<file path="config.mk">
export PLATFORM = sky130hd
export DESIGN_NAME = rbbs_mod
export DESIGN_NICKNAME = d
export VERILOG_FILES = /design/src/sv/rbbs_pkg.sv /design/src/sv/rbbs_mod.sv
export SDC_FILE = /design/constraint.sdc
export NUM_CORES = 1
export LEC_CHECK = 0
export ABC_AREA = 1
export BUFFER_PORTS_ARGS = -buffer_cell sky130_fd_sc_hd__buf_2
export CORE_MARGIN = 2
export CORE_UTILIZATION = 52
export CTS_BUF_LIST = sky130_fd_sc_hd__clkbuf_4 sky130_fd_sc_hd__clkbuf_8
export DETAILED_ROUTE_END_ITERATION = 16
export PLACE_DENSITY = 0.88
export SLEW_MARGIN = 20
export SYNTH_ARGS = -nofsm -noshare
export SYNTH_HDL_FRONTEND = slang
export SYNTH_SLANG_ARGS = --single-unit
</file>
<file path="constraint.sdc">
create_clock -name clk -period 2.4 [get_ports clk]
set_clock_uncertainty 0.1 [all_clocks]
set_input_delay 0.36 -clock clk [delete_from_list [all_inputs] [get_ports clk]]
set_output_delay 0.36 -clock clk [all_outputs]
set_load 0.02 [all_outputs]
</file>
<file path="src/sv/rbbs_pkg.sv">
`default_nettype none

package rbbs_pkg;

	localparam int FW = 13;
	localparam int BW = 8;

	typedef enum logic [2:0] {
		MODE_PUSH  = 3'd0,
		MODE_POP   = 3'd1,
		MODE_PEEK  = 3'd2,
		MODE_FIND  = 3'd3,
		MODE_FILL  = 3'd4,
		MODE_CLEAR = 3'd5
	} mode_t;

	typedef struct packed {
		logic [2:0]    mode;
		logic [BW-1:0] data;
		logic [FW-1:0] position;
		logic [FW-1:0] length;
	} req_t;

	typedef struct packed {
		logic          ok;
		logic [BW-1:0] data_out;
		logic [FW-1:0] found_pos;
		logic [FW-1:0] used;
		logic [FW-1:0] free;
	} rsp_t;

endpackage

`default_nettype wire

</file>
<file path="src/sv/rbbs_mod.sv">
`default_nettype none

module rbbs_mod #(
	parameter int DEPTH = 4096,
	parameter int AW = 12
) (
	input  wire logic                    clk,
	input  wire logic                    arst_n,
	input  wire logic                    start,
	input  wire logic [rbbs_pkg::FW-1:0] pos,
	output logic                         done,
	output logic      [AW-1:0]           rem
);

	localparam int CW = $clog2(DEPTH + 1);
	localparam int SH = rbbs_pkg::FW + AW;
	localparam int MW = rbbs_pkg::FW + 2;
	localparam int PRW = rbbs_pkg::FW + MW;
	localparam int QW = rbbs_pkg::FW + CW;
	localparam longint unsigned RECIP_L =
		((64'd1 << SH) + 64'(DEPTH) - 64'd1) / 64'(DEPTH);
	localparam logic [MW-1:0] RECIP = MW'(RECIP_L);
	localparam logic [CW-1:0] DEPTH_C = CW'(DEPTH);

	logic                    v_s1;
	logic                    v_s2;
	logic [rbbs_pkg::FW-1:0] pos_s1;
	logic [rbbs_pkg::FW-1:0] pos_s2;
	logic [rbbs_pkg::FW-1:0] quo_s2;
	logic [PRW-1:0]          prod_x;
	logic [QW-1:0]           back_x;
	logic [rbbs_pkg::FW-1:0] rem_x;

	// The quotient comes from a multiply by the rounded-up reciprocal of DEPTH,
	// which is exact for every position of the field width.
	assign prod_x = PRW'(pos_s1) * PRW'(RECIP);
	assign back_x = QW'(quo_s2) * QW'(DEPTH_C);
	assign rem_x = pos_s2 - back_x[rbbs_pkg::FW-1:0];

	always_ff @(posedge clk or negedge arst_n) begin
		if (!arst_n) begin
			v_s1 <= 1'b0;
			v_s2 <= 1'b0;
		end else begin
			v_s1 <= start;
			v_s2 <= v_s1;
		end
	end

	always_ff @(posedge clk) begin
		if (start) begin
			pos_s1 <= pos;
		end
		if (v_s1) begin
			pos_s2 <= pos_s1;
			quo_s2 <= rbbs_pkg::FW'(prod_x >> SH);
		end
	end

	assign done = v_s2;
	assign rem = AW'(rem_x);

endmodule

`default_nettype wire

</file>
==> run_results.csv <==
group,metric,value,unit
place,placed_area,924.6,sq um
floorplanning,die_h,42.50,um
sta,whs,125.2,ps
logic_synthesis,ys_seq_area_frac,1.000,
logic_synthesis,yosysWarnings,0,
finish,fin_area,964.7,sq um
finish,multi_input_area,0,sq um
hold_path,min_path_type,"in -> reg",
setup_path,crit_family,"flip-flops",
setup_path,r2r_cells,0,
clock_network,cts_resized,0,
logic_synthesis,synth.most_common_cell,"edfxtp_1",
sta,setup_viol,0,
logic_synthesis,yosysTopAreaCell,"edfxtp_1",
logic_synthesis,synthTopCellsByCount,"24 x edfxtp_1, 2 x dfrtp_1",
logic_synthesis,syn_inst,26,
detailed_routing,viasPerCell,4.726,
run_status,status,"complete, no violations",
detailed_routing,drtPass1Iterations,4,
floorplanning,initial_core_util,0.5709,
setup_path,crit_slowest_cell,"edfxtp_1",
floorplanning,pin_count,29,
finish,num-fill-cells,79,
finish,syn_to_final_growth,25.16,%
sta,drv_slew,0,
floorplanning,core-area,1350,sq um
finish,antennaDiodeCount,0,
clock_network,cts.reportedPaths.clkPinSlew,120,ps
setup_path,r2r_start,"v_s1",
power_and_ir_drop,finalPower,793.4,uW
sta,grt_setup_unrepaired,"no",
clock_network,cts_setup_buffers,0,
floorplanning,row_count,13,
setup_path,critical_path_buf_inv_count,1,
finish,drive_gt1_frac,0.5345,
setup_path,crit_arrival,880,ps
power_and_ir_drop,power_per_cell_area,822.4,nW/um^2
place,port_buffers,27,
job,drv_cap,0,
clock_network,clockRootBuffer,"clkbuf_4",
logic_synthesis,synthDominantCellAreaShare,0.9351,
detailed_routing,wl_per_cell,14.66,um
grt,track_usage,0.1354,
setup_path,end_kind,"primary output",
setup_path,slowest_delay,410,ps
grt,grt_pass1_vias,370,
logic_synthesis,netlist_top_cells_area,"edfxtp_1 94%, dfrtp_1 6.5%",
clock_network,cts_buffers,3,
clock_network,clock-sinks,26,
logic_synthesis,synth.distinct_cells,2,
clock_network,cts_buffer_depth,2,
detailed_routing,first_iter_violations,5,
logic_synthesis,netlist_area,770.7,sq um
power_and_ir_drop,peakVddDrop,0.5915,mV
setup_path,endpoint,"rem[7]",
grt,grt-ovfl-total,0,
logic_synthesis,synth_edf_count,24,
clock_network,h-tree-depth,1,
setup_path,worst-setup-path-type,"reg -> out",
logic_synthesis,ys_async_sr_fraction,0.07692,
clock_network,tritoncts,"done",
detailed_routing,num_vias,345,
logic_synthesis,ys_seq_elements,26,
finish,comb.multi_input.count,0,
finish,nets,75,
place,gp_congestion,0.7241,
setup_path,worst_r2r_endpoint,"pos_s2[4]",
sta,min_period,1336,ps
floorplanning,dieArea,1806,sq um
floorplanning,die_w,42.50,um
detailed_routing,drc,0,
setup_path,cp_cell_sequence,"buf_2",
detailed_routing,postRouteAntennaNets,0,
detailed_routing,drt-total-wl,1070,um
setup_path,crit_required,1940,ps
sta,max_freq,748.5,MHz
finish,seqCellArea,770.7,sq um
logic_synthesis,syn_avg_cell_area,29.64,sq um
sta,tightest_slew,524.5,ps
clock_network,postCtsHoldBufs,1,
sta,fin_tns_setup,0,ps
power_and_ir_drop,p_leak,0.3870,nW
logic_synthesis,syn-num-nets,42,
setup_path,path_max_fanout,1,
sta,post-route-period-util,0.5567,
sta,slew_headroom,0.6503,
grt,grt_pass1_wl,1697,um
setup_path,crit_cells,1,
grt,grt_max_degree,15,
finish,utilization,0.7146,
grt,antenna_found_initial,0,
setup_path,critPathLaunchType,"register",
logic_synthesis,synthFlopType,"edfxtp_1",
setup_path,critPathLaunch,"pos_s2[7]",
clock_network,clock_latency,300,ps
sta,hold_violations,0,
setup_path,rrSetupSlack,1260,ps
cell families (layout without fill, tap and decap cells):
logic type             after synthesis  count (layout)  share of synthesized area
buffers and inverters                0              32                          0
DFF                                 26              26                      1.000
layer usage:
layer / GRT usage / share of wire / vias to the layer above
met5: 0 / 0 / -
met4: 0.05625 / 0 / 0
met3: 0.03017 / 0.046 / 0
met2: 0.2554 / 0.57 / 18
met1: 0.1420 / 0.38 / 161
li1: - / - / 166
report_power, final:
part           leakage (nW)  switching (mW)  internal [mW]
Clock                0.0184           0.107         0.0760
Sequential            0.258          0.0134          0.537
Combinational         0.110          0.0386         0.0217
stage by stage:
stage | std cells | setup WS, ps
after floorplan | 26 | 1406
final | 73 | 1064
after CTS | 73 | 1042
after detailed placement | 68 | 1278
after global routing | 73 | 1005
after global placement | 68 | 1315
layout make-up:
type,count,share of cell area
flip-flops and latches,26,0.7990
clock buffers,4,0.03113
well taps,15,0.01946
repair buffers,28,0.1505
cells in the final DEF (no fill, tap or decap), drive strengths merged:
| master | n |
|---|---|
| edfxtp | 24 |
| dfrtp | 2 |
| dlygate4sd3 | 1 |
| clkbuf | 4 |
| buf | 27 |
state kept, by name, summed over array words and instances, names as in the netlist:
signal,flops
pos_s1,12
pos_s2,12
done,1
v_s1,1
worst min path at each step:
stage,slack [ps],depth (start not counted),endpoint,start
after floorplan,-40,0,done,arst_n
after global placement,40,1,done,arst_n
after detailed placement,50,1,done,arst_n
after CTS,120,1,pos_s1[0],pos[0]
after global routing,90,1,pos_s1[6],pos[6]
final,130,1,pos_s1[6],pos[6]
(Power assumes the default switching activity.)
